$ cat config.mk
export PLATFORM = sky130hd
export DESIGN_NAME = elevator_call_scheduler
export DESIGN_NICKNAME = d
export VERILOG_FILES = /design/src/rtl/core/ecs_pkg.sv /design/src/rtl/core/ecs_floor_cell.sv /design/src/rtl/core/ecs_scan_ctrl.sv /design/src/rtl/core/elevator_call_scheduler.sv
export SDC_FILE = /design/constraint.sdc
export NUM_CORES = 1
export LEC_CHECK = 0
export ABC_AREA = 1
export BUFFER_PORTS_ARGS = -buffer_cell sky130_fd_sc_hd__buf_2
export CORE_ASPECT_RATIO = 0.9
export CORE_MARGIN = 4
export CORE_UTILIZATION = 35
export CTS_CLUSTER_DIAMETER = 60
export DETAILED_ROUTE_END_ITERATION = 12
export GPL_ROUTABILITY_DRIVEN = 0
export GPL_TIMING_DRIVEN = 0
export REMOVE_ABC_BUFFERS = 1
export SYNTH_ARGS = -nofsm -noshare
export SYNTH_HDL_FRONTEND = slang
export SYNTH_HIERARCHICAL = 1
export SYNTH_SLANG_ARGS = --single-unit
$ cat constraint.sdc
create_clock -name clk -period 2.4 [get_ports clk]
set_clock_uncertainty 0.15 [all_clocks]
set_input_delay 0.48 -clock clk [delete_from_list [all_inputs] [get_ports clk]]
set_output_delay 0.48 -clock clk [all_outputs]
set_load 0.02 [all_outputs]
$ cat src/rtl/core/ecs_pkg.sv
// ----------------------------------------------------------------------------
// ecs_pkg
// Shared types and constants for the elevator call scheduler.
// ----------------------------------------------------------------------------
package ecs_pkg;

  localparam int FLOORS_DEF  = 4;
  localparam int CMD_W       = 2;
  localparam int FLOOR_W     = 2;
  localparam int NEXT_W      = 2;
  localparam int CAB_LAMP_W  = 4;
  localparam int UP_LAMP_W   = 3;
  localparam int DOWN_LAMP_W = 4;

  typedef enum logic [CMD_W-1:0] {
    CMD_ADD       = 2'd0,
    CMD_CLEAR     = 2'd1,
    CMD_CLEAR_ALL = 2'd2,
    CMD_QUERY     = 2'd3
  } cmd_t;

  // which calls a cell matches during a scan pass
  typedef enum logic [1:0] {
    COND_UP_CAB   = 2'd0,
    COND_DOWN_CAB = 2'd1,
    COND_UP       = 2'd2,
    COND_DOWN     = 2'd3
  } cond_t;

  typedef enum logic [1:0] {
    PASS_ONE   = 2'd0,
    PASS_TWO   = 2'd1,
    PASS_THREE = 2'd2
  } pass_t;

  typedef enum logic {
    S_IDLE = 1'b0,
    S_SCAN = 1'b1
  } state_t;

  typedef struct packed {
    logic  apply;
    cmd_t  cmd;
    logic  going_up;
    logic  cab_call;
    logic  load;
    logic  shift;
    logic  shift_up;
    cond_t cond;
  } cell_ctrl_t;

endpackage

$ cat src/rtl/core/ecs_floor_cell.sv
// ----------------------------------------------------------------------------
// ecs_floor_cell
// One floor: cab, hall-up and hall-down call bits plus one stage of the scan
// token chain.
// ----------------------------------------------------------------------------
module ecs_floor_cell
  import ecs_pkg::*;
(
  input  logic       clk,
  input  logic       rst,
  input  cell_ctrl_t ctrl,
  input  logic       sel,
  input  logic       load_bit,
  input  logic       tok_below,
  input  logic       tok_above,
  input  logic       is_top,
  input  logic       is_bottom,
  output logic       token,
  output logic       hit,
  output logic       cab_lamp,
  output logic       up_lamp,
  output logic       down_lamp
);

  logic cab;
  logic upc;
  logic dnc;
  logic cab_next;
  logic upc_next;
  logic dnc_next;
  logic token_next;
  logic match;

  always_comb begin
    cab_next = cab;
    upc_next = upc;
    dnc_next = dnc;
    if (ctrl.apply) begin
      unique case (ctrl.cmd)
        CMD_ADD: begin
          if (sel) begin
            if (ctrl.cab_call) cab_next = 1'b1;
            else if (ctrl.going_up) upc_next = 1'b1;
            else dnc_next = 1'b1;
          end
        end
        CMD_CLEAR: begin
          if (sel) begin
            cab_next = 1'b0;
            if (ctrl.going_up) upc_next = 1'b0;
            else dnc_next = 1'b0;
            if (is_top) dnc_next = 1'b0;
            if (is_bottom) upc_next = 1'b0;
          end
        end
        CMD_CLEAR_ALL: begin
          cab_next = 1'b0;
          upc_next = 1'b0;
          dnc_next = 1'b0;
        end
        CMD_QUERY: begin
        end
      endcase
    end
  end

  always_comb begin
    if (ctrl.load) token_next = load_bit;
    else if (ctrl.shift) token_next = ctrl.shift_up ? tok_below : tok_above;
    else token_next = token;
  end

  always_comb begin
    unique case (ctrl.cond)
      COND_UP_CAB:   match = upc | cab;
      COND_DOWN_CAB: match = dnc | cab;
      COND_UP:       match = upc;
      COND_DOWN:     match = dnc;
    endcase
  end

  always_ff @(posedge clk) begin
    if (rst) begin
      cab   <= 1'b0;
      upc   <= 1'b0;
      dnc   <= 1'b0;
      token <= 1'b0;
    end else begin
      cab   <= cab_next;
      upc   <= upc_next;
      dnc   <= dnc_next;
      token <= token_next;
    end
  end

  assign hit       = token & match;
  assign cab_lamp  = cab;
  assign up_lamp   = upc & ~is_top;
  assign down_lamp = dnc & ~is_bottom;

endmodule

$ cat src/rtl/core/ecs_scan_ctrl.sv
// ----------------------------------------------------------------------------
// ecs_scan_ctrl
// Transaction control and three-pass scan sequencer driving the cell chain.
// ----------------------------------------------------------------------------
module ecs_scan_ctrl
  import ecs_pkg::*;
#(
  parameter int FLOORS = FLOORS_DEF
) (
  input  logic                         clk,
  input  logic                         rst,
  input  logic                         start,
  input  logic [CMD_W-1:0]             command,
  input  logic [FLOOR_W-1:0]           floor,
  input  logic                         going_up,
  input  logic                         cab_call,
  input  logic [FLOORS-1:0]            hit_vec,
  output logic                         busy,
  output cell_ctrl_t                   ctrl,
  output logic [FLOORS-1:0]            sel_vec,
  output logic [FLOORS-1:0]            load_vec,
  output logic                         done,
  output logic                         found,
  output logic [$clog2(FLOORS)-1:0]    pick
);

  localparam int PW = $clog2(FLOORS);
  localparam int CW = (PW > FLOOR_W) ? PW : FLOOR_W;
  localparam logic [PW-1:0] TOP = PW'(FLOORS - 1);

  state_t        state;
  state_t        state_next;
  pass_t         pass;
  pass_t         pass_next;
  logic [PW-1:0] pos;
  logic [PW-1:0] pos_next;
  logic [PW-1:0] f_cur;
  logic          dir_up;

  logic [CW-1:0] fl_w;
  logic          fl_ok;
  logic [PW-1:0] f_in;
  logic          accept;
  logic          any_hit;
  logic          p3_empty;
  logic          at_end;
  logic          finish;
  logic          move_up;
  logic [PW-1:0] end_pos;
  logic [PW-1:0] start_next;
  logic [PW-1:0] load_pos;
  cond_t         cond;

  assign fl_w    = CW'(floor);
  assign fl_ok   = fl_w <= CW'(FLOORS - 1);
  assign f_in    = fl_ok ? PW'(fl_w) : TOP;
  assign accept  = start & ~busy;
  assign busy    = (state != S_IDLE);
  assign any_hit = |hit_vec;

  always_comb begin
    for (int i = 0; i < FLOORS; i++) begin
      sel_vec[i]  = fl_ok && (fl_w == CW'(i));
      load_vec[i] = (load_pos == PW'(i));
    end
  end

  // pass set-up
  always_comb begin
    move_up    = 1'b1;
    end_pos    = TOP;
    cond       = COND_UP_CAB;
    start_next = '0;
    case (pass)
      PASS_ONE: begin
        move_up    = dir_up;
        end_pos    = dir_up ? TOP : '0;
        cond       = dir_up ? COND_UP_CAB : COND_DOWN_CAB;
        start_next = dir_up ? TOP : '0;
      end
      PASS_TWO: begin
        move_up    = ~dir_up;
        end_pos    = dir_up ? '0 : TOP;
        cond       = dir_up ? COND_DOWN_CAB : COND_UP_CAB;
        start_next = dir_up ? '0 : TOP;
      end
      PASS_THREE: begin
        move_up    = dir_up;
        end_pos    = f_cur;
        cond       = dir_up ? COND_UP : COND_DOWN;
        start_next = '0;
      end
      default: begin
      end
    endcase
  end

  assign p3_empty = dir_up && (pass == PASS_THREE) && (pos == f_cur);
  assign at_end   = (pos == end_pos);

  // next state
  always_comb begin
    state_next = state;
    pass_next  = pass;
    pos_next   = pos;
    finish     = 1'b0;
    unique case (state)
      S_IDLE: begin
        if (start) begin
          state_next = S_SCAN;
          pass_next  = PASS_ONE;
          pos_next   = f_in;
        end
      end
      S_SCAN: begin
        if (p3_empty || any_hit || (at_end && pass == PASS_THREE)) begin
          finish     = 1'b1;
          state_next = S_IDLE;
        end else if (at_end) begin
          pass_next = (pass == PASS_ONE) ? PASS_TWO : PASS_THREE;
          pos_next  = start_next;
        end else begin
          pos_next = move_up ? pos + PW'(1) : pos - PW'(1);
        end
      end
    endcase
  end

  // outputs to the cells
  always_comb begin
    ctrl.apply    = 1'b0;
    ctrl.cmd      = cmd_t'(command);
    ctrl.going_up = going_up;
    ctrl.cab_call = cab_call;
    ctrl.load     = 1'b0;
    ctrl.shift    = 1'b0;
    ctrl.shift_up = move_up;
    ctrl.cond     = cond;
    load_pos      = start_next;
    unique case (state)
      S_IDLE: begin
        ctrl.apply = start;
        ctrl.load  = start;
        load_pos   = f_in;
      end
      S_SCAN: begin
        if (!p3_empty && !any_hit) begin
          ctrl.load  = at_end && (pass != PASS_THREE);
          ctrl.shift = !at_end;
        end
      end
    endcase
  end

  always_ff @(posedge clk) begin
    if (rst) begin
      state <= S_IDLE;
      pass  <= PASS_ONE;
      done  <= 1'b0;
    end else begin
      state <= state_next;
      pass  <= pass_next;
      done  <= finish;
    end
  end

  always_ff @(posedge clk) begin
    pos <= pos_next;
    if (accept) begin
      f_cur  <= f_in;
      dir_up <= going_up;
    end
    if (finish) begin
      found <= any_hit && !p3_empty;
      pick  <= (any_hit && !p3_empty) ? pos : '0;
    end
  end

`ifndef SYNTH
  a_done_idle : assert property (@(posedge clk) disable iff (rst) done |-> !busy)
    else $error("result strobe while busy");
  a_done_single : assert property (@(posedge clk) disable iff (rst) done |=> !done)
    else $error("result strobe longer than one cycle");
  a_none_zero : assert property (@(posedge clk) disable iff (rst)
    (done && !found) |-> (pick == '0))
    else $error("no call pending but floor not zero");
  a_hit_single : assert property (@(posedge clk) disable iff (rst)
    (state == S_SCAN) |-> $onehot0(hit_vec))
    else $error("more than one cell reports a hit");
`endif

endmodule

$ cat src/rtl/core/elevator_call_scheduler.sv
// ----------------------------------------------------------------------------
// elevator_call_scheduler
// The command is applied at the accepting edge, then the token walks the
// cell chain one floor per cycle during the scan; the result strobe follows
// in the next cycle. busy falls with the strobe, so the next transaction can
// be accepted from then on. The receiver cannot
// stall. Synchronous reset clears all call masks and returns to idle.
// ----------------------------------------------------------------------------
module elevator_call_scheduler
  import ecs_pkg::*;
#(
  parameter int FLOORS = FLOORS_DEF
) (
  input  logic                   clk,
  input  logic                   rst,
  input  logic                   start,
  output logic                   busy,
  input  logic [CMD_W-1:0]       command,
  input  logic [FLOOR_W-1:0]     floor,
  input  logic                   going_up,
  input  logic                   cab_call,
  output logic                   done,
  output logic [NEXT_W-1:0]      next_floor,
  output logic                   has_next,
  output logic                   cab_pending,
  output logic [CAB_LAMP_W-1:0]  cab_lamps,
  output logic [UP_LAMP_W-1:0]   up_lamps,
  output logic [DOWN_LAMP_W-1:0] down_lamps
);

  localparam int PW = $clog2(FLOORS);

  cell_ctrl_t        ctrl;
  logic [FLOORS-1:0] sel_vec;
  logic [FLOORS-1:0] load_vec;
  logic [FLOORS-1:0] hit_vec;
  logic [FLOORS-1:0] token_vec;
  logic [FLOORS-1:0] cab_vec;
  logic [FLOORS-1:0] up_vec;
  logic [FLOORS-1:0] dn_vec;
  logic              found;
  logic [PW-1:0]     pick;

  ecs_scan_ctrl #(.FLOORS(FLOORS)) u_ctrl (
    .clk      (clk),
    .rst      (rst),
    .start    (start),
    .command  (command),
    .floor    (floor),
    .going_up (going_up),
    .cab_call (cab_call),
    .hit_vec  (hit_vec),
    .busy     (busy),
    .ctrl     (ctrl),
    .sel_vec  (sel_vec),
    .load_vec (load_vec),
    .done     (done),
    .found    (found),
    .pick     (pick)
  );

  for (genvar i = 0; i < FLOORS; i++) begin : g_cell
    logic below;
    logic above;
    if (i == 0) begin : g_bot
      assign below = 1'b0;
    end else begin : g_mid_b
      assign below = token_vec[i-1];
    end
    if (i == FLOORS - 1) begin : g_top
      assign above = 1'b0;
    end else begin : g_mid_a
      assign above = token_vec[i+1];
    end

    ecs_floor_cell u_cell (
      .clk       (clk),
      .rst       (rst),
      .ctrl      (ctrl),
      .sel       (sel_vec[i]),
      .load_bit  (load_vec[i]),
      .tok_below (below),
      .tok_above (above),
      .is_top    ((i == FLOORS - 1) ? 1'b1 : 1'b0),
      .is_bottom ((i == 0) ? 1'b1 : 1'b0),
      .token     (token_vec[i]),
      .hit       (hit_vec[i]),
      .cab_lamp  (cab_vec[i]),
      .up_lamp   (up_vec[i]),
      .down_lamp (dn_vec[i])
    );
  end

  assign next_floor  = NEXT_W'(pick);
  assign has_next    = found;
  assign cab_pending = |cab_vec;
  assign cab_lamps   = CAB_LAMP_W'(cab_vec);
  assign up_lamps    = UP_LAMP_W'(up_vec);
  assign down_lamps  = DOWN_LAMP_W'(dn_vec);

endmodule

==> metrics.cfg, run 1 <==
[sta]
hold_viol=0
max_freq_mhz=417
holdWs_ps=310
finalCritPeriodShare_pct=100
setup_violations=0
final_max_slew_viol_count=0
rsz0062_at_grt=true
fin_crit_ps=2400

[drt]
top_layer=met4
wl_met3_um=212
routedWlPerCell_um=10.4
drc=0
via_count=2076
ant_nets=0
met2_length_um=2180
drt_pass1_iterations=4
wl_met1_um=2480
dr.first_iter.drc_count=111
vias_per_cell=4.42
finalWirelength_um=4890

[clock_network]
htreeDepth=1
clock-root-buffer=clkbuf_8
clock_path_buffers=2
cts_made_buffers=3
cts_sinks=28
path_clk_slew_ps=100
clk_latency_ps=280
cts_tree=built

[global_route]
grt_max_degree=18
antenna_found_initial=0
grt_pass1_wl_um=8330
grt_pass1_vias=1830
grt_overflow=0
grt_usage_pct=13.1

[setup_path]
cpMostUsedCell=nand2_2
crit_arrival_ps=2420
cp-start-kind=flop
cp_slowest_stage_delay_ps=430
cp-end-kind=flop
cp_top_family=simple AND/OR/NAND/NOR gates
rrSetupSlack_ps=0.9
critPathMaxFanout=8
required_ps=2420
worstSetupPathType=reg -> reg
cp_num_buf_inv=4
cpMaxStageDelayCell=edfxtp_1
path_cells=nand2_2, inv_1, a21oi_4, inv_4, nand2_2, o221ai_2, nand2_1, inv_1, nor2_1, nor3b_4, nand3_2, nor2_2, nand2_2, nand2_4, inv_2, o21ai_1, a21oi_1

[floorplan]
core_mm2=0.00586
rows=26
boundaryPins=26
fp.dieArea_mm2=0.00756
chipHeight_um=82.9
fp.dieW_um=91.2
start_util_pct=37.2

[outcome]
status=complete, no violations

[finish]
antenna_cells=0
finalNonFillerCells=470
drive_gt1_share_pct=21.3
synthToLayoutAreaGrowth_pct=18.9
final-seq-area_um2=646
multi_input_comb_area_mm2=0.00128
fill_cells=609
fin_nets=422
final_area_mm2=0.00259

[place]
hpwl_um=3770
portBuffers=24
place_area_mm2=0.00237
placedCellCount=458

[pwr]
p_leak_nw=1.40
comb_power_share_pct=37.0
ir_drop_mv=0.260
cellInternalPower_mw=0.989
power_frac_clock_pct=23.9
p_sw_mw=0.566
powerDensity_mw_per_mm2=600
power_frac_seq_pct=39.1
swShare_pct=36.4

[flow_run]
maxCapViolCount=0

[logic_synthesis]
synthCells=359
yosysWarnings=6
synth.avg_cell_area_um2=6.07
synth_area_mm2=0.00218

[hold_path]
hp-class=in -> reg

==> state kept, by name (all words and copies together), names as in the netlist <==
register	cells
g_cell.u_cell/token	4
u_ctrl/busy	1
u_ctrl/done	1
g_cell.u_cell/dnc	4
u_ctrl/pos	2
u_ctrl/f_cur	2
u_ctrl/pick	2
g_cell.u_cell/cab_lamp	4
g_cell.u_cell/upc	4
u_ctrl/pass	2
u_ctrl/found	1
u_ctrl/dir_up	1
==> layout by cell type, fill, tap and decap left out, types with 3 or more instances in the layout <==
master,n
clkbuf_8,3
o21ai_1,5
nand2_2,10
nor2_1,58
o21ai_2,3
inv_1,57
nand3_1,17
buf_2,24
conb_1,17
inv_2,22
nand2_1,81
buf_4,7
ha_1,12
o211ai_1,4
clkinv_1,4
o21ai_0,9
a21oi_1,16
dfxtp_1,18
edfxtp_1,8
==> final cells by class <==
cell class                      instances  area share (%)
Clock buffer                            3            1.59
Clock inverter                          1            1.16
Inverter                               84            12.3
Multi-Input combinational cell        252            49.6
Sequential cell                        28            24.9
Tap cell                               70            3.38
Timing Repair Buffer                   32            7.10
==> power groups by stage <==
stage / registers, mW / logic, mW / clock network (mW)
after floorplan: 0.617 / 0.362 / 0
after global placement: 0.618 / 0.487 / 0
after detailed placement: 0.617 / 0.490 / 0
after CTS: 0.608 / 0.545 / 0.386
after global routing: 0.618 / 0.654 / 0.407
final: 0.609 / 0.575 / 0.371
==> final timing paths <==
path,startpoint,end,depth (start not counted)
max,u_ctrl/dir_up$_DFFE_PP_,g_cell[2].u_cell/token$_SDFFE_PP0P_,17
min,floor[1],u_ctrl/f_cur[1]$_DFFE_PP_,1
max reg2reg,u_ctrl/dir_up$_DFFE_PP_,g_cell[2].u_cell/token$_SDFFE_PP0P_,17
min reg2reg,g_cell[3].u_cell/upc$_SDFFE_PP0P_,g_cell[3].u_cell/upc$_SDFFE_PP0P_,2
==> routing by layer <==
| layer | GRT usage (%) | up-vias |
|---|---|---|
| met5 | 0 | - |
| met1 | 18.1 | 891 |
| met2 | 21.7 | 34 |
| met4 | 2.05 | 0 |
| met3 | 2.08 | 4 |
| li1 | - | 1147 |
==> metrics by stage <==
stage / setup slack (ps) / power [mW] / TNS (ps) / utilization (%)
2_1_floorplan: -459 / 0.979 / -3170 / -
3_3_place_gp: -1220 / 1.11 / -14200 / 40.5
3_5_place_dp: -1280 / 1.11 / -14710 / 40.5
4_1_cts: -30.5 / 1.54 / -89.6 / 43.4
5_1_grt: -181 / 1.68 / -1280 / 44.3
6_report: 0.945 / 1.56 / 0 / 44.3
==> what timing repair did <==
| item | CTS | global route |
|---|---|---|
| endpoints found under the setup margin | 16 | 11 |
| setup buffers | 6 | 2 |
| pin swaps | 5 | 10 |
| hold buffers | 0 | 0 |
| resized for setup | 19 | 15 |
| cloned | 0 | 0 |
No activity file was read; power rests on OpenSTA's default activity.
==> run 2: changes to the inputs <==
==> constraint.sdc (replaced) <==
create_clock -name clk -period 2.5 [get_ports clk]
set_clock_uncertainty 0.15 [all_clocks]
set_input_delay 0.5 -clock clk [delete_from_list [all_inputs] [get_ports clk]]
set_output_delay 0.5 -clock clk [all_outputs]
set_load 0.02 [all_outputs]
==> run 2 against run 1 <==
  * Global-route usage is essentially flat
  * Critical path type unchanged
  * Critical endpoint unchanged
  * Worst setup slack gained 22 ps
  * Core utilization grew 0.13 points
  * First-iteration DRC count grew 9.0%
  * Final cell count is the same
  * Sequential share of layout area shrank 0.072 points
  * Die area is the same
  * Hold slack gained 20 ps
  * Maximum frequency shrank 3.2%
  * Register-to-register slack gained 20 ps
  * Largest cell class unchanged
==> metrics.cfg, run 2 (synthesis gave the netlist of run 1 again) <==
[sta]
finalCritPeriodShare_pct=99.1
fin_ws_ps=22.7
setup_tns_ps=0
setup_violations=0
max_freq_mhz=404
hold_viol=0
final_max_slew_viol_count=0
fin_crit_ps=2480
rsz0062_at_grt=true
holdWs_ps=329

[drt]
finalWirelength_um=4970
drt_pass1_iterations=4
routedWlPerCell_um=10.6
drc=0
vias_per_cell=4.43
via_count=2083
dr.first_iter.drc_count=121
ant_nets=0

[place]
place_ws_ps=-1180
portBuffers=24
hpwl_um=3770
placedCellCount=458

[setup_path]
cpMaxStageDelayCell=edfxtp_1
cpMostUsedCell=nand2_2
required_ps=2520
cp_slowest_stage_delay_ps=430
path_cells=nand2_2, inv_1, a21oi_4, inv_4, nand2_2, o221ai_2, nand2_1, inv_1, nor2_1, nor3b_4, nand3_2, nor2_2, nand2_2, nand2_4, inv_2, o21ai_1, a21oi_1
cp_num_buf_inv=4
crit_arrival_ps=2490
worstSetupPathType=reg -> reg
cp-start-kind=flop
cp-end-kind=flop
critPathMaxFanout=8
cp_top_family=simple AND/OR/NAND/NOR gates

[floorplan]
core_mm2=0.00586
start_util_pct=37.2
boundaryPins=26
chipHeight_um=82.9
fp.dieArea_mm2=0.00756
fp.dieW_um=91.2
rows=26

[global_route]
antenna_found_initial=0
grt_usage_pct=13.1
grt_max_degree=18
grt_pass1_wl_um=8370
grt_overflow=0
grt_pass1_vias=1827

[flow_run]
maxCapViolCount=0

[finish]
antenna_cells=0
multi_input_comb_area_mm2=0.00129
mostFrequentLayoutCells=nand2_1, nor2_1, inv_1, inv_2, buf_2
finalNonFillerCells=470
fin_nets=422
final-seq-area_um2=646
synthToLayoutAreaGrowth_pct=19.2
drive_gt1_share_pct=22.3
layout_commonest_cell=nand2_1
fill_cells=611

[clock_network]
cts_sinks=28
clock-root-buffer=clkbuf_8
clock_path_buffers=2
cts_made_buffers=3
path_clk_slew_ps=100
clk_latency_ps=280
cts_tree=built
hold_buffers=0
htreeDepth=1

[pwr]
ir_drop_mv=0.250
total_power_mw=1.51
powerDensity_mw_per_mm2=579
p_leak_nw=1.40

[outcome]
status=complete, no violations

[hold_path]
hp-class=in -> reg

[run 2: cell count changes in the layout (fill, tap and decap cells not counted)]
cell     delta
inv_2       +2
nand3_1     -1
nand3_2     +1
nand2_1     -1
nand2_2     +1
inv_1       -2
[run 2: routing by layer]
layer | track usage [%] | vias up | share of wire (%)
met5 | 0 | - | 0
met1 | 18.3 | 901 | 52
met3 | 2.08 | 4 | 3.1
li1 | - | 1145 | -
met4 | 2.05 | 0 | 0.62
met2 | 21.7 | 33 | 45
[run 2: worst paths after layout]
check	endpoint	slack (ps)	depth (start not counted)	from
worst max-delay path	g_cell[2].u_cell/token$_SDFFE_PP0P_	20	17	u_ctrl/dir_up$_DFFE_PP_
worst min-delay path	u_ctrl/f_cur[1]$_DFFE_PP_	330	1	floor[1]
worst max register to register	g_cell[2].u_cell/token$_SDFFE_PP0P_	20	17	u_ctrl/dir_up$_DFFE_PP_
worst min register to register	g_cell[3].u_cell/upc$_SDFFE_PP0P_	340	2	g_cell[3].u_cell/upc$_SDFFE_PP0P_
[run 2: area by class of cell]
class | instances | share of cell area, %
inverters | 84 | 12.2
repair buffers | 32 | 7.08
clock buffers | 3 | 1.59
flip-flops and latches | 28 | 24.8
clock inverters | 1 | 1.16
multi-input cells | 252 | 49.7
well taps | 70 | 3.37
[run 2: stage by stage]
| step | cell area (um^2) | utilization, % |
|---|---|---|
| detailed placement | 2370 | 40.5 |
| finish | 2600 | 44.4 |
| CTS | 2510 | 42.9 |
| global route | 2600 | 44.4 |
| global placement | 2370 | 40.5 |
| floorplan | 2160 | - |
[run 2: report_power, final]
group          internal (mW)  switching, mW  leakage (nW)  total [mW]
sequential             0.530         0.0559         0.241       0.586
clock                  0.214          0.143        0.0357       0.357
combinational          0.209          0.353          1.12       0.562
[run 2: repair_timing]
| item | 4_1_cts | 5_1_grt |
|---|---|---|
| setup buffers | 4 | 4 |
| pin swaps | 3 | 11 |
| endpoints found under the setup margin | 16 | 7 |
| cloned | 0 | 0 |
| resized for setup | 12 | 26 |
==> run 3: changes to the inputs <==
--- a/config.mk
+++ b/config.mk
@@ -13,7 +13,6 @@
 export CTS_CLUSTER_DIAMETER = 60
 export DETAILED_ROUTE_END_ITERATION = 12
 export GPL_ROUTABILITY_DRIVEN = 0
-export GPL_TIMING_DRIVEN = 0
 export REMOVE_ABC_BUFFERS = 1
 export SYNTH_ARGS = -nofsm -noshare
 export SYNTH_HDL_FRONTEND = slang
==> constraint.sdc (replaced) <==
create_clock -name clk -period 3 [get_ports clk]
set_clock_uncertainty 0.15 [all_clocks]
set_input_delay 0.6 -clock clk [delete_from_list [all_inputs] [get_ports clk]]
set_output_delay 0.6 -clock clk [all_outputs]
set_load 0.02 [all_outputs]
==> run 3 against run 2 <==
  * Wire length decreased by 0.92%
  * Via count increased by 0.58%
  * Die area unchanged
  * Register-to-register slack improved by 360 ps
  * Sequential cell count unchanged
  * Critical endpoint is now g_cell[1].u_cell/token$_SDFFE_PP0P_
  * Sequential power decreased by 17%
  * Core utilization decreased by 2.3 points
  * Clock power decreased by 13%
  * Non-clock buffer count decreased by 6
  * Combinational power decreased by 27%
==> metrics.cfg, run 3 (synthesis gave the netlist of run 1 again) <==
[floorplan]
start_util_pct=37.2
chipHeight_um=82.9
fp.dieArea_mm2=0.00756
boundaryPins=26
fp.dieW_um=91.2
core_mm2=0.00586
rows=26

[global_route]
grt_pass1_vias=1904
grt_overflow=0
grt_usage_pct=13.4
grt_max_degree=18
grt_pass1_wl_um=8510
antenna_found_initial=0

[drt]
ant_nets=0
finalWirelength_um=4930
dr.first_iter.drc_count=160
drc=0
via_count=2095
drt_pass1_iterations=4
routedWlPerCell_um=10.6
vias_per_cell=4.52

[pwr]
powerDensity_mw_per_mm2=488
ir_drop_mv=0.270
p_leak_nw=1.36

[sta]
hold_viol=0
holdWs_ps=346
final_max_slew_viol_count=0
max_freq_mhz=382
fin_ws_ps=379
setup_violations=0
setup_tns_ps=0
rsz0062_at_grt=false
fin_crit_ps=2620
finalCritPeriodShare_pct=87.4

[setup_path]
cp-end-kind=flop
rr_worst_depth=18
crit-reg2reg-capture=g_cell[1].u_cell/token$_SDFFE_PP0P_
required_ps=3030
rrSetupSlack_ps=380
timing.rr.start=u_ctrl/pass[0]$_SDFFE_PP0P_
crit_arrival_ps=2650
worstSetupPathType=reg -> reg
critPathMaxFanout=8
cp-start-kind=flop

[place]
portBuffers=24
hpwl_um=3830
placedCellCount=460
place_ws_ps=192

[finish]
antenna_cells=0
synthToLayoutAreaGrowth_pct=13.1
fin_nets=416
final-seq-area_um2=641
mostFrequentLayoutCells=nand2_1, inv_1, nor2_1, buf_2, dfxtp_1
fill_cells=633
multi_input_comb_area_mm2=0.00122
layout_commonest_cell=nand2_1
post-route-util_pct=42.1
drive_gt1_share_pct=14.7
finalNonFillerCells=464

[hold_path]
min-delay-start=g_cell[1].u_cell/upc$_SDFFE_PP0P_
worstHoldEndpoint=g_cell[1].u_cell/upc$_SDFFE_PP0P_
hp-class=reg -> reg
whs_path_depth=2

[flow_run]
maxCapViolCount=0

[outcome]
status=complete, no violations

[clock_network]
clk_latency_ps=280
cts_tree=built
clock_path_buffers=2
clock-root-buffer=clkbuf_8
htreeDepth=1
cts_made_buffers=3
path_clk_slew_ps=100
cts_sinks=28

run 3: changes by cell type in the layout (fill, tap and decap cells not counted), moves of 4 or more:
cell,before,now
buf_4,7,2
inv_2,24,16
nand2_2,11,7
o21ai_0,9,13
nand2_1,80,85
inv_1,55,64
run 3: layout make-up:
cell class	instances	share of cell area, %
clock buffer	3	1.67
sequential	28	26.0
inverter	84	12.8
clock inverter	1	1.22
multi-input combinational	252	49.3
timing repair buffer	26	5.48
tap	70	3.55
run 3: worst max-delay path, cell delays in order (launching register included):
cell and delay (ps):
dfxtp_1 410, inv_1 100, nand2_2 90, inv_1 40, a21oi_1 170, inv_1 170
nand2_1 100, o221ai_1 100, nand2_1 80, inv_1 40, nor2_1 100, nor3b_2 200
nand3_1 130, nor2_1 120, nand2_1 100, nand2_2 150, inv_1 70, o21ai_0 150
a21oi_1 60
run 3: metrics by stage:
step	total power [mW]	cell area [um^2]
global route	1.29	2470
finish	1.20	2470
floorplan	0.783	2160
CTS	1.21	2460
global placement	0.894	2390
detailed placement	0.897	2390
run 3: layer usage:
| layer | up-vias | GRT usage [%] | part of all wire, % |
|---|---|---|---|
| met4 | 0 | 1.92 | 0.85 |
| met1 | 911 | 18.4 | 52 |
| met2 | 43 | 22.3 | 43 |
| met3 | 6 | 2.53 | 3.9 |
| li1 | 1135 | - | - |
| met5 | - | 0 | 0 |
run 3: worst max path at each step:
stage	from	to	slack (ps)	cells past startpoint
finish	u_ctrl/pass[0]$_SDFFE_PP0P_	g_cell[1].u_cell/token$_SDFFE_PP0P_	380	18
global route	u_ctrl/pass[0]$_SDFFE_PP0P_	g_cell[3].u_cell/token$_SDFFE_PP0P_	20	18
CTS	u_ctrl/pass[0]$_SDFFE_PP0P_	g_cell[1].u_cell/token$_SDFFE_PP0P_	150	16
detailed placement	u_ctrl/pass[0]$_SDFFE_PP0P_	g_cell[1].u_cell/token$_SDFFE_PP0P_	190	16
global placement	u_ctrl/pass[0]$_SDFFE_PP0P_	g_cell[1].u_cell/token$_SDFFE_PP0P_	390	16
floorplan	u_ctrl/pass[0]$_SDFFE_PP0P_	g_cell[0].u_cell/token$_SDFFE_PP0P_	140	16
run 3: what timing repair did:
item	CTS	global route
setup endpoints to repair	0	4
hold buffers	0	0
gates resized for setup	0	2
buffers inserted	0	0
run 3: power by group:
part | total (mW) | internal (mW) | leakage (nW) | switching [mW]
sequential | 0.487 | 0.441 | 0.240 | 0.0464
clock | 0.310 | 0.179 | 0.0357 | 0.131
combinational | 0.408 | 0.144 | 1.08 | 0.264
total | 1.20 | 0.763 | 1.36 | 0.441
